<file path="src/hdl/sbpd_pkg.sv">
package sbpd_pkg;

  // Frame layout: nine payload bytes followed by one checksum byte.
  localparam int PAYLOAD_LEN = 9;
  localparam int POS_W = 4;
  localparam logic [POS_W-1:0] CHECK_POS = 4'd9;

  // Hunt phase codes.
  localparam int PHASE_W = 2;
  localparam logic [PHASE_W-1:0] PHASE_HUNT = 2'd0;
  localparam logic [PHASE_W-1:0] PHASE_WAIT = 2'd1;
  localparam logic [PHASE_W-1:0] PHASE_BODY = 2'd2;

  // Configuration register indexes.
  localparam int CFG_IDX_W = 2;
  localparam logic [CFG_IDX_W-1:0] REG_SYNC_FIRST  = 2'd0;
  localparam logic [CFG_IDX_W-1:0] REG_SYNC_SECOND = 2'd1;

  localparam logic [7:0] SYNC_FIRST_RST  = 8'd170;
  localparam logic [7:0] SYNC_SECOND_RST = 8'd85;

  typedef struct packed {
    logic [7:0] first;
    logic [7:0] second;
  } sbpd_sync_cfg_t;

  typedef struct packed {
    logic        hit;
    logic [15:0] ball_y;
    logic [15:0] ball_x;
    logic [15:0] goal_x;
    logic [15:0] goal_y;
    logic [7:0]  goal_colour;
  } sbpd_result_t;

endpackage

</file>
<file path="src/hdl/sync_byte_packet_deframer_xor_core.sv">
// Byte-stream deframer: each request on the input channel carries one received
// byte. The block hunts for the two sync bytes set in registers 0 and 1, then
// takes nine payload bytes and a checksum byte, and delivers one result request
// (four big-endian 16-bit coordinates and a colour byte) only when the XOR of
// the payload equals the checksum. It takes one byte per cycle while not
// stalled; a byte passes an input register, the framing logic and an output
// register, which takes the result as the checksum byte leaves the input
// register. A waiting result stalls only bytes that would make a new one.
module sync_byte_packet_deframer_xor_core (
  input  logic                           clk,
  input  logic                           rst_n,
  input  logic                           in_valid,
  output logic                           in_stall,
  input  logic [7:0]                     in_rx_byte,
  output logic                           out_valid,
  input  logic                           out_stall,
  output logic [15:0]                    out_ball_y,
  output logic [15:0]                    out_ball_x,
  output logic [15:0]                    out_goal_x,
  output logic [15:0]                    out_goal_y,
  output logic [7:0]                     out_goal_colour,
  input  logic                           cfg_wr_en,
  input  logic [sbpd_pkg::CFG_IDX_W-1:0] cfg_index,
  input  logic [7:0]                     cfg_wdata
);

  sbpd_pkg::sbpd_sync_cfg_t sync_cfg_r;
  sbpd_pkg::sbpd_result_t   result;
  sbpd_pkg::sbpd_result_t   out_data_r;
  logic                     in_vld_r;
  logic [7:0]               in_byte_r;
  logic                     out_valid_r;
  logic                     out_free;
  logic                     advance;
  logic                     in_accept;

  // Configuration registers.
  always_ff @(posedge clk) begin
    if (!rst_n) begin
      sync_cfg_r.first  <= sbpd_pkg::SYNC_FIRST_RST;
      sync_cfg_r.second <= sbpd_pkg::SYNC_SECOND_RST;
    end else if (cfg_wr_en) begin
      case (cfg_index)
        sbpd_pkg::REG_SYNC_FIRST:  sync_cfg_r.first  <= cfg_wdata;
        sbpd_pkg::REG_SYNC_SECOND: sync_cfg_r.second <= cfg_wdata;
        default: ;
      endcase
    end
  end

  // Handshake control: the held byte moves on unless it makes a result
  // and the output register is still occupied.
  assign out_free  = !out_valid_r || !out_stall;
  assign advance   = in_vld_r && (out_free || !result.hit);
  assign in_stall  = in_vld_r && !advance;
  assign in_accept = in_valid && !in_stall;

  // Input register.
  always_ff @(posedge clk) begin
    if (!rst_n) begin
      in_vld_r <= 1'b0;
    end else if (in_accept) begin
      in_vld_r <= 1'b1;
    end else if (advance) begin
      in_vld_r <= 1'b0;
    end
  end

  always_ff @(posedge clk) begin
    if (in_accept) begin
      in_byte_r <= in_rx_byte;
    end
  end

  sbpd_deframer u_deframer (
    .clk      (clk),
    .rst_n    (rst_n),
    .advance  (advance),
    .rx_byte  (in_byte_r),
    .sync_cfg (sync_cfg_r),
    .result   (result)
  );

  // Output register.
  always_ff @(posedge clk) begin
    if (!rst_n) begin
      out_valid_r <= 1'b0;
    end else if (advance && result.hit) begin
      out_valid_r <= 1'b1;
    end else if (!out_stall) begin
      out_valid_r <= 1'b0;
    end
  end

  always_ff @(posedge clk) begin
    if (advance && result.hit) begin
      out_data_r <= result;
    end
  end

  assign out_valid       = out_valid_r;
  assign out_ball_y      = out_data_r.ball_y;
  assign out_ball_x      = out_data_r.ball_x;
  assign out_goal_x      = out_data_r.goal_x;
  assign out_goal_y      = out_data_r.goal_y;
  assign out_goal_colour = out_data_r.goal_colour;

  // A new result is only loaded into a free output register.
  assert property (@(posedge clk) disable iff (!rst_n)
    (advance && result.hit) |-> out_free)
    else $error("result loaded over a pending result");

  // A held result that was stalled stays put until taken.
  assert property (@(posedge clk) disable iff (!rst_n)
    (out_valid_r && out_stall) |=> (out_valid_r && $stable(out_data_r)))
    else $error("pending result lost or changed");

  // A byte is held back only when it would make a result that cannot be stored.
  assert property (@(posedge clk) disable iff (!rst_n)
    in_stall |-> (in_vld_r && result.hit && out_valid_r && out_stall))
    else $error("input stalled without cause");

  // A taken result with nothing new behind it clears the output.
  assert property (@(posedge clk) disable iff (!rst_n)
    (out_valid_r && !out_stall && !(advance && result.hit)) |=> !out_valid_r)
    else $error("delivered result repeated");

endmodule

</file>
<file path="src/hdl/sbpd_deframer.sv">
module sbpd_deframer (
  input  logic                  clk,
  input  logic                  rst_n,
  input  logic                  advance,
  input  logic [7:0]            rx_byte,
  input  sbpd_pkg::sbpd_sync_cfg_t sync_cfg,
  output sbpd_pkg::sbpd_result_t   result
);

  logic [sbpd_pkg::PHASE_W-1:0] phase_r, phase_nxt;
  logic [sbpd_pkg::POS_W-1:0]   pos_r, pos_nxt;
  logic [7:0]                   xor_r, xor_nxt;
  logic [7:0]                   store_r [sbpd_pkg::PAYLOAD_LEN];
  logic                         store_we;

  // Next-state logic for the sync hunt and body collection.
  always_comb begin
    phase_nxt = phase_r;
    pos_nxt   = pos_r;
    xor_nxt   = xor_r;
    store_we  = 1'b0;
    case (phase_r)
      sbpd_pkg::PHASE_WAIT: begin
        if (rx_byte == sync_cfg.second) begin
          phase_nxt = sbpd_pkg::PHASE_BODY;
          pos_nxt   = '0;
          xor_nxt   = '0;
        end else if (rx_byte != sync_cfg.first) begin
          phase_nxt = sbpd_pkg::PHASE_HUNT;
        end
      end
      sbpd_pkg::PHASE_BODY: begin
        if (pos_r < sbpd_pkg::CHECK_POS) begin
          store_we = 1'b1;
          xor_nxt  = xor_r ^ rx_byte;
          pos_nxt  = pos_r + 4'd1;
        end else begin
          phase_nxt = sbpd_pkg::PHASE_HUNT;
          pos_nxt   = '0;
        end
      end
      default: begin
        // Hunting, and the unused phase code behaves the same way.
        phase_nxt = (rx_byte == sync_cfg.first) ? sbpd_pkg::PHASE_WAIT
                                                : sbpd_pkg::PHASE_HUNT;
      end
    endcase
  end

  // A result comes out on the checksum byte when it matches the running XOR.
  always_comb begin
    result.hit = (phase_r == sbpd_pkg::PHASE_BODY) && (pos_r == sbpd_pkg::CHECK_POS) &&
                 (xor_r == rx_byte);
    result.ball_y      = {store_r[0], store_r[1]};
    result.ball_x      = {store_r[2], store_r[3]};
    result.goal_x      = {store_r[4], store_r[5]};
    result.goal_y      = {store_r[6], store_r[7]};
    result.goal_colour = store_r[8];
  end

  // Control state.
  always_ff @(posedge clk) begin
    if (!rst_n) begin
      phase_r <= sbpd_pkg::PHASE_HUNT;
      pos_r   <= '0;
      xor_r   <= '0;
    end else if (advance) begin
      phase_r <= phase_nxt;
      pos_r   <= pos_nxt;
      xor_r   <= xor_nxt;
    end
  end

  // Payload bytes, written in order at the current body position.
  always_ff @(posedge clk) begin
    if (advance && store_we) begin
      store_r[pos_r] <= rx_byte;
    end
  end

endmodule
</file>
<file path="config.mk">
export PLATFORM = sky130hd
export DESIGN_NAME = sync_byte_packet_deframer_xor_core
export DESIGN_NICKNAME = d
export VERILOG_FILES = /design/src/hdl/sbpd_pkg.sv /design/src/hdl/sync_byte_packet_deframer_xor_core.sv /design/src/hdl/sbpd_deframer.sv
export SDC_FILE = /design/constraint.sdc
export NUM_CORES = 1
export LEC_CHECK = 0
export ABC_CLOCK_PERIOD_IN_PS = 5350
export BUFFER_PORTS_ARGS = -buffer_cell sky130_fd_sc_hd__clkbuf_2
export CAP_MARGIN = 20
export CORE_MARGIN = 2
export CORE_UTILIZATION = 51
export CTS_CLUSTER_DIAMETER = 50
export DETAILED_ROUTE_END_ITERATION = 10
export GPL_ROUTABILITY_DRIVEN = 0
export PLACE_DENSITY_LB_ADDON = 0.15
export SYNTH_ARGS = -nofsm -noshare
export SYNTH_HDL_FRONTEND = slang
export SYNTH_SLANG_ARGS = --single-unit
export TNS_END_PERCENT = 1
</file>
<file path="constraint.sdc">
create_clock -name clk -period 5.35 [get_ports clk]
set_input_delay 1.07 -clock clk [delete_from_list [all_inputs] [get_ports clk]]
set_output_delay 1.07 -clock clk [all_outputs]
set_load 0.01 [all_outputs]
</file>
Yosys cells after proc, flatten, opt, wreduce, memory -nomap -nowiden
Memory sizes are Yosys's and may differ from the RTL's. A register that Yosys moved wholly into a read port is not among the register bits.
Index checks and enable logic that the tools add are counted.
W data, S select, Z words.
{"block": "op_classes", "mux": 19, "eq_ne": 13, "add_sub_neg": 1, "n_reduce_logical": 22, "n_bitwise": 1, "n_lt_le_gt_ge": 1}
{"operator": "$eq A8 B8 Y1", "n": 3}
{"operator": "$mux W8", "n": 2}
{"operator": "$pmux W8 S2", "n": 1}
{"operator": "$mux W1", "n": 9}
{"operator": "$mux W4", "n": 2}
{"operator": "$ne A8 B8 Y1", "n": 1}
{"operator": "$pmux W4 S2", "n": 1}
{"operator": "$xor A8 B8 Y8", "n": 1}
{"operator": "$logic_and A1 B1 Y1", "n": 7}
{"operator": "$mux W2", "n": 3}
{"operator": "$ne A2 B1 Y1 const B", "n": 3}
{"operator": "$reduce_and A3 Y1", "n": 2}
{"operator": "$logic_not A1 Y1", "n": 5}
{"operator": "$add A4 B1 Y4 const B", "n": 1}
{"operator": "$eq A2 B1 Y1 const B", "n": 2}
{"operator": "$eq A4 B4 Y1 const B", "n": 1}
{"operator": "$lt A4 B4 Y1 const B", "n": 1}
{"operator": "$pmux W2 S2", "n": 1}
{"operator": "$reduce_and A2 Y1", "n": 2}
{"operator": "$reduce_and A4 Y1", "n": 1}
{"operator": "$reduce_bool A2 Y1", "n": 2}
{"operator": "$ne A3 B1 Y1 const B", "n": 1}
{"operator": "$eq A2 B2 Y1 const B", "n": 1}
{"operator": "$logic_not A2 Y1", "n": 1}
{"operator": "2 further kinds", "n": 3}
{"block": "word_totals", "in_bits": 23, "mem_bits_rw": 72, "n_memories": 1, "output_inout_bits": 74, "elab_cells": 66, "reg_bits": 40}
{"name": "u_deframer.store_r", "words": 9, "word_bits": 8, "rd": 9, "rd_clocked_by_memory_dff": 9, "write_ports": 1, "line_no": "sbpd_deframer.sv:13", "rtl": "logic [7:0] store_r [sbpd_pkg::PAYLOAD_LEN];"}

Depth between registers and ports, before layout
{"block": "logic_depth", "word_depth": 11, "depth_mapped": 9, "depth_no_buf": 7}

By module
From an unflattened synthesis, not the netlist that was laid out.
{"block": "unflattened", "cells_unflattened": 384, "area_unflattened_um2": 6531.3}
{"module": "sbpd_deframer", "n_inst": 1, "cells_each": 221, "area_each_um2": 3335.7}
{"module": "sync_byte_packet_deframer_xor_core", "n_inst": 1, "cells_each": 163, "area_each_um2": 3195.6}

Least setup slack after synthesis
Ideal clock, no wire load.
{"block": "synth_timing", "kind": "input-to-reg", "startpoint": "input port out_stall", "endpoint": "register, netlist name out_ball_x[0]", "path_buffers": 1, "stages": 5, "arrival_time_ps": 4867, "path_slack_ps": -28, "cell_sequence": "nand2_1 nor4_2 a31oi_4 buf_2 nor2b_1"}
{"block": "synth_between", "elab_chain_cells": 5}
{"item": "start, declared", "line_no": "sync_byte_packet_deframer_xor_core.sv:16", "rtl": "input logic out_stall,"}
{"item": "$logic_not A1 Y1"}
{"item": "$logic_or A1 B1 Y1", "line_no": "sync_byte_packet_deframer_xor_core.sv:53", "rtl": "assign out_free = !out_valid_r || !out_stall;"}
{"item": "$logic_or A1 B1 Y1", "line_no": "sync_byte_packet_deframer_xor_core.sv:54", "rtl": "assign advance = in_vld_r && (out_free || !result.hit);"}
{"item": "$logic_and A1 B1 Y1", "line_no": "sync_byte_packet_deframer_xor_core.sv:54"}
{"item": "$logic_and A1 B1 Y1", "line_no": "sync_byte_packet_deframer_xor_core.sv:96", "rtl": "if (advance && result.hit) begin"}
No other way between the ends.
A chain may end at the register's enable or synchronous reset.

Worst setup path after layout
{"block": "layout_timing", "startpoint": "register u_deframer.phase_r[0] in the netlist's numbering", "endpoint": "output port in_stall"}
{"block": "layout_between", "elab_chain_cells": 8}
{"item": "start, declared", "line_no": "sbpd_deframer.sv:10", "rtl": "logic [sbpd_pkg::PHASE_W-1:0] phase_r, phase_nxt;"}
{"item": "start signal, assigned", "line_no": "sbpd_deframer.sv:64", "rtl": "phase_r <= sbpd_pkg::PHASE_HUNT;"}
{"item": "start signal, assigned", "line_no": "sbpd_deframer.sv:68", "rtl": "phase_r <= phase_nxt;"}
{"item": "$eq A2 B2 Y1", "line_no": "sbpd_deframer.sv:52", "rtl": "result.hit = (phase_r == sbpd_pkg::PHASE_BODY) && (pos_r == sbpd_pkg::CHECK_POS) &&"}
{"item": "$logic_and A1 B1 Y1 (2 in series)", "line_no": "sbpd_deframer.sv:52"}
{"item": "$logic_not A1 Y1", "line_no": "sync_byte_packet_deframer_xor_core.sv:54"}
{"item": "$logic_or A1 B1 Y1", "line_no": "sync_byte_packet_deframer_xor_core.sv:54"}
{"item": "$logic_and A1 B1 Y1", "line_no": "sync_byte_packet_deframer_xor_core.sv:54"}
{"item": "$logic_not A1 Y1", "line_no": "sync_byte_packet_deframer_xor_core.sv:55", "rtl": "assign in_stall = in_vld_r && !advance;"}
{"item": "$logic_and A1 B1 Y1", "line_no": "sync_byte_packet_deframer_xor_core.sv:55"}
{"item": "end, declared", "line_no": "sync_byte_packet_deframer_xor_core.sv:13", "rtl": "output logic in_stall,"}
No other way between the ends.

==> impl_metrics.csv <==
group,metric,value,unit
global_routing,grt_pass1_wl,17400,µm
critical_path,r2r-end,"out_goal_colour[4]",
place,dp_cells,638,
sta,setup_viol,0,
hold_path,hp-class,"flip-flop to flip-flop",
logic_synthesis,synth_seq_cells,184,
logic_synthesis,ys.flop_type,"edfxtp_1",
route,firstDrtPassIters,5,
critical_path,worstRegToRegCells,5,
global_routing,antenna_found_initial,0,
global_routing,grtUsageTotal,17.7,%
cts,numClockSinks,184,
place,dp_slack,2.27,ns
logic_synthesis,synth-async-reset-ratio,0,%
cts,clk_pin_slew,0.06,ns
floorplan,die-area,13700,µm²
logic_synthesis,ys_seq_area_share,79.6,%
critical_path,worstSetupEndpoint,"in_stall",
cells_and_area,fin_util,62.1,%
sta,rsz0062_at_grt,"no",
sta,fin_skew,0.0170,ns
logic_synthesis,yosys_warnings,0,
critical_path,timing.rr.start,"in_byte_r[4]",
floorplan,die_w,117,µm
critical_path,cpPeakStageDelay,0.51,ns
logic_synthesis,synth_cell_types,37,
critical_path,critPathCaptureType,"primary output",
floorplan,dieHeight,117,µm
route,num_vias,3426,
cts,htree_levels,4,
logic_synthesis,synth_nets,411,
cells_and_area,fin_cells,670,
cells_and_area,final_nets,514,
global_routing,use_met1,23.8,%
critical_path,setup.worst_path.start,"u_deframer.phase_r[0]",
critical_path,cp_max_fo,15,
cts,postCtsSetupRepairBufs,0,
cts,cts-resized-gates,0,
critical_path,path_cells,"inv_1, ha_1, nand4b_4, nor4_4, nand4_1, nor2_1, clkbuf_2",
global_routing,grt_max_degree,73,
floorplan,core-area,12600,µm²
floorplan,initial_utilization,52.0,%
cts,cts_tree,"yes",
cells_and_area,layout_commonest_cell,"edfxtp_1",
outcome,status,"completed",
cells_and_area,num_antenna_cells,0,
cts,numCtsBuffers,17,
cts,clockBufferDepth,2,
route,viasPerCell,5.11,
cts,root_buffer,"clkbuf_16",
sta,min_period,3.48,ns
logic_synthesis,syn_area,6540,µm²
logic_synthesis,synth_edf_count,152,
critical_path,crit_type,"flip-flop to primary output",
logic_synthesis,syn_avg_cell_area,17.1,µm²
pwr,vdd_ir_drop_max,0.000218,V
place,portBuffers,96,
sta,worstMarginPinSlew,0.909,ns
route,ant_nets,0,
critical_path,startpoint_type,"flip-flop",
sta,slew_viol_final,0,
route,drt_iter0_markers,348,
sta,whs,0.418,ns
place,hpwlAfterDp,7360,µm
pwr,power.density,370,nW/µm²
floorplan,row_count,41,
cells_and_area,syn_to_final_growth,19.4,%
route,routed_wl,11500,µm
sta,tns,0,ns
sta,max_clock_freq,0.288,GHz
job,maxCapViolations,0,
global_routing,use_met2,26.8,%
floorplan,io_pins,97,
cells_and_area,final_cell_mix,"edfxtp_1, clkbuf_2, dfxtp_1",
critical_path,critPathArrivalTime,2.41,ns
critical_path,slowest_stage,"ha_1",
sta,relSlewSlack,39.4,%
global_routing,grt_most_used_layer,"met2",
critical_path,rrSetupSlack,2.32,ns
cells_and_area,fill_cells,931,
cells_and_area,multi_input_area,1240,µm²
global_routing,grt_pass1_vias,3146,
pwr,p_leak,2.88,nW
route,wl_per_cell,17.2,µm
cells_and_area,drive_gt1_share,28.1,%
critical_path,cp.required,4.28,ns
global_routing,grt-ovfl-total,0,
logic_synthesis,synthCells,382,
cts,clk_latency,0.43,ns
cells_and_area,regArea,5200,µm²
sta,layout_setup_ws,1.87,ns
sta,fin_crit_sh,65.0,%
cts,hold_buffers,0,
sta,hold_viol,0,
global_routing,grt_util_met3,5.46,%
route,route.detailed.drc,0,
## sequential cells by signal, summed over array words and instances, names as in the netlist
| name | flops |
|---|---|
| in_byte_r | 8 |
| in_vld_r | 1 |
| out_ball_x | 16 |
| out_ball_y | 16 |
| out_goal_colour | 8 |
| out_goal_x | 16 |
| out_goal_y | 16 |
| out_valid | 1 |
| sync_cfg_r | 16 |
| u_deframer.phase_r | 2 |
| u_deframer.pos_r | 4 |
| u_deframer.store_r | 72 |
| u_deframer.xor_r | 8 |
## worst min-delay path by stage
| stage | from | to | slack, ns | cells past startpoint |
|---|---|---|---|---|
| after floorplan | u_deframer.store_r[3][0] | out_ball_x[0] | 0.40 | 0 |
| after global routing | u_deframer.store_r[4][1] | out_goal_x[9] | 0.43 | 0 |
| after global placement | u_deframer.store_r[6][0] | out_goal_y[8] | 0.40 | 0 |
| after CTS | u_deframer.store_r[2][2] | out_ball_x[10] | 0.42 | 0 |
| final | u_deframer.store_r[1][5] | out_ball_y[5] | 0.42 | 0 |
| after detailed placement | u_deframer.store_r[2][2] | out_ball_x[10] | 0.40 | 0 |
## through the flow
step	power, mW	instance area (µm²)
after floorplan	1.64	6540
after CTS	2.92	7810
after detailed placement	1.67	7210
final	2.89	7810
after global routing	2.99	7810
after global placement	1.67	7210
## kinds of logic after synthesis
family                   synth area share, %
flip-flops                              79.6
buffers and inverters                   1.63
AO/OA/AOI/OAI                           4.52
AND/OR/NAND/NOR                         7.10
multiplexers                            3.06
adder cells (fa/ha/maj)                 1.15
XOR/XNOR                                2.95
## layout make-up
class                           count  share of cell area (%)
Tap cell                          172                    2.76
Inverter                           11                   0.529
Clock inverter                     15                    2.26
Sequential cell                   184                    66.7
Multi-Input combinational cell    172                    15.9
Timing Repair Buffer               99                    6.44
Clock buffer                       17                    5.45
## cell usage after synthesis (2+ instances only)
library cell	n	share of area, %
nor2_1	21	1.2
nand3_1	7	0.54
o21ai_0	8	0.61
ha_1	6	1.1
xnor2_1	8	1.1
a41o_1	7	1.1
clkbuf_1	11	0.63
buf_1	2	0.11
mux2i_1	20	3.1
nand4_1	5	0.48
dfxtp_1	32	9.8
edfxtp_1	152	70
nand2_1	24	1.4
inv_1	11	0.63
nor4_1	5	0.48
a32o_1	2	0.31
o21ai_1	2	0.15
xor2_1	14	1.9
a31oi_1	6	0.57
a21oi_1	10	0.77
o21a_1	2	0.23
nor2b_1	11	1.1
nor4_4	2	0.65
## critical path, delay by kind of cell, from the launching register on
family | cells | cell delay, ns
simple gates | 4 | 0.92
fa+ha+maj | 1 | 0.51
flops | 1 | 0.32
buf+inv | 2 | 0.22
## report_power, final
group / leakage [nW] / switching [mW] / total, mW / internal, mW
clock: 0.290 / 0.511 / 1.25 / 0.736
combinational: 0.957 / 0.0345 / 0.0613 / 0.0269
sequential: 1.63 / 0.0259 / 1.58 / 1.55
total: 2.88 / 0.571 / 2.89 / 2.32
## per-layer routing
| metal | routed length, µm | part of all wire (%) | vias to the layer above |
|---|---|---|---|
| met5 | 0 | 0 | - |
| met4 | 187 | 1.6 | 0 |
| met3 | 625 | 5.4 | 16 |
| met2 | 5540 | 48 | 114 |
| met1 | 5150 | 45 | 1654 |
| li1 | - | - | 1642 |
Power figures use the tool's default switching activity.
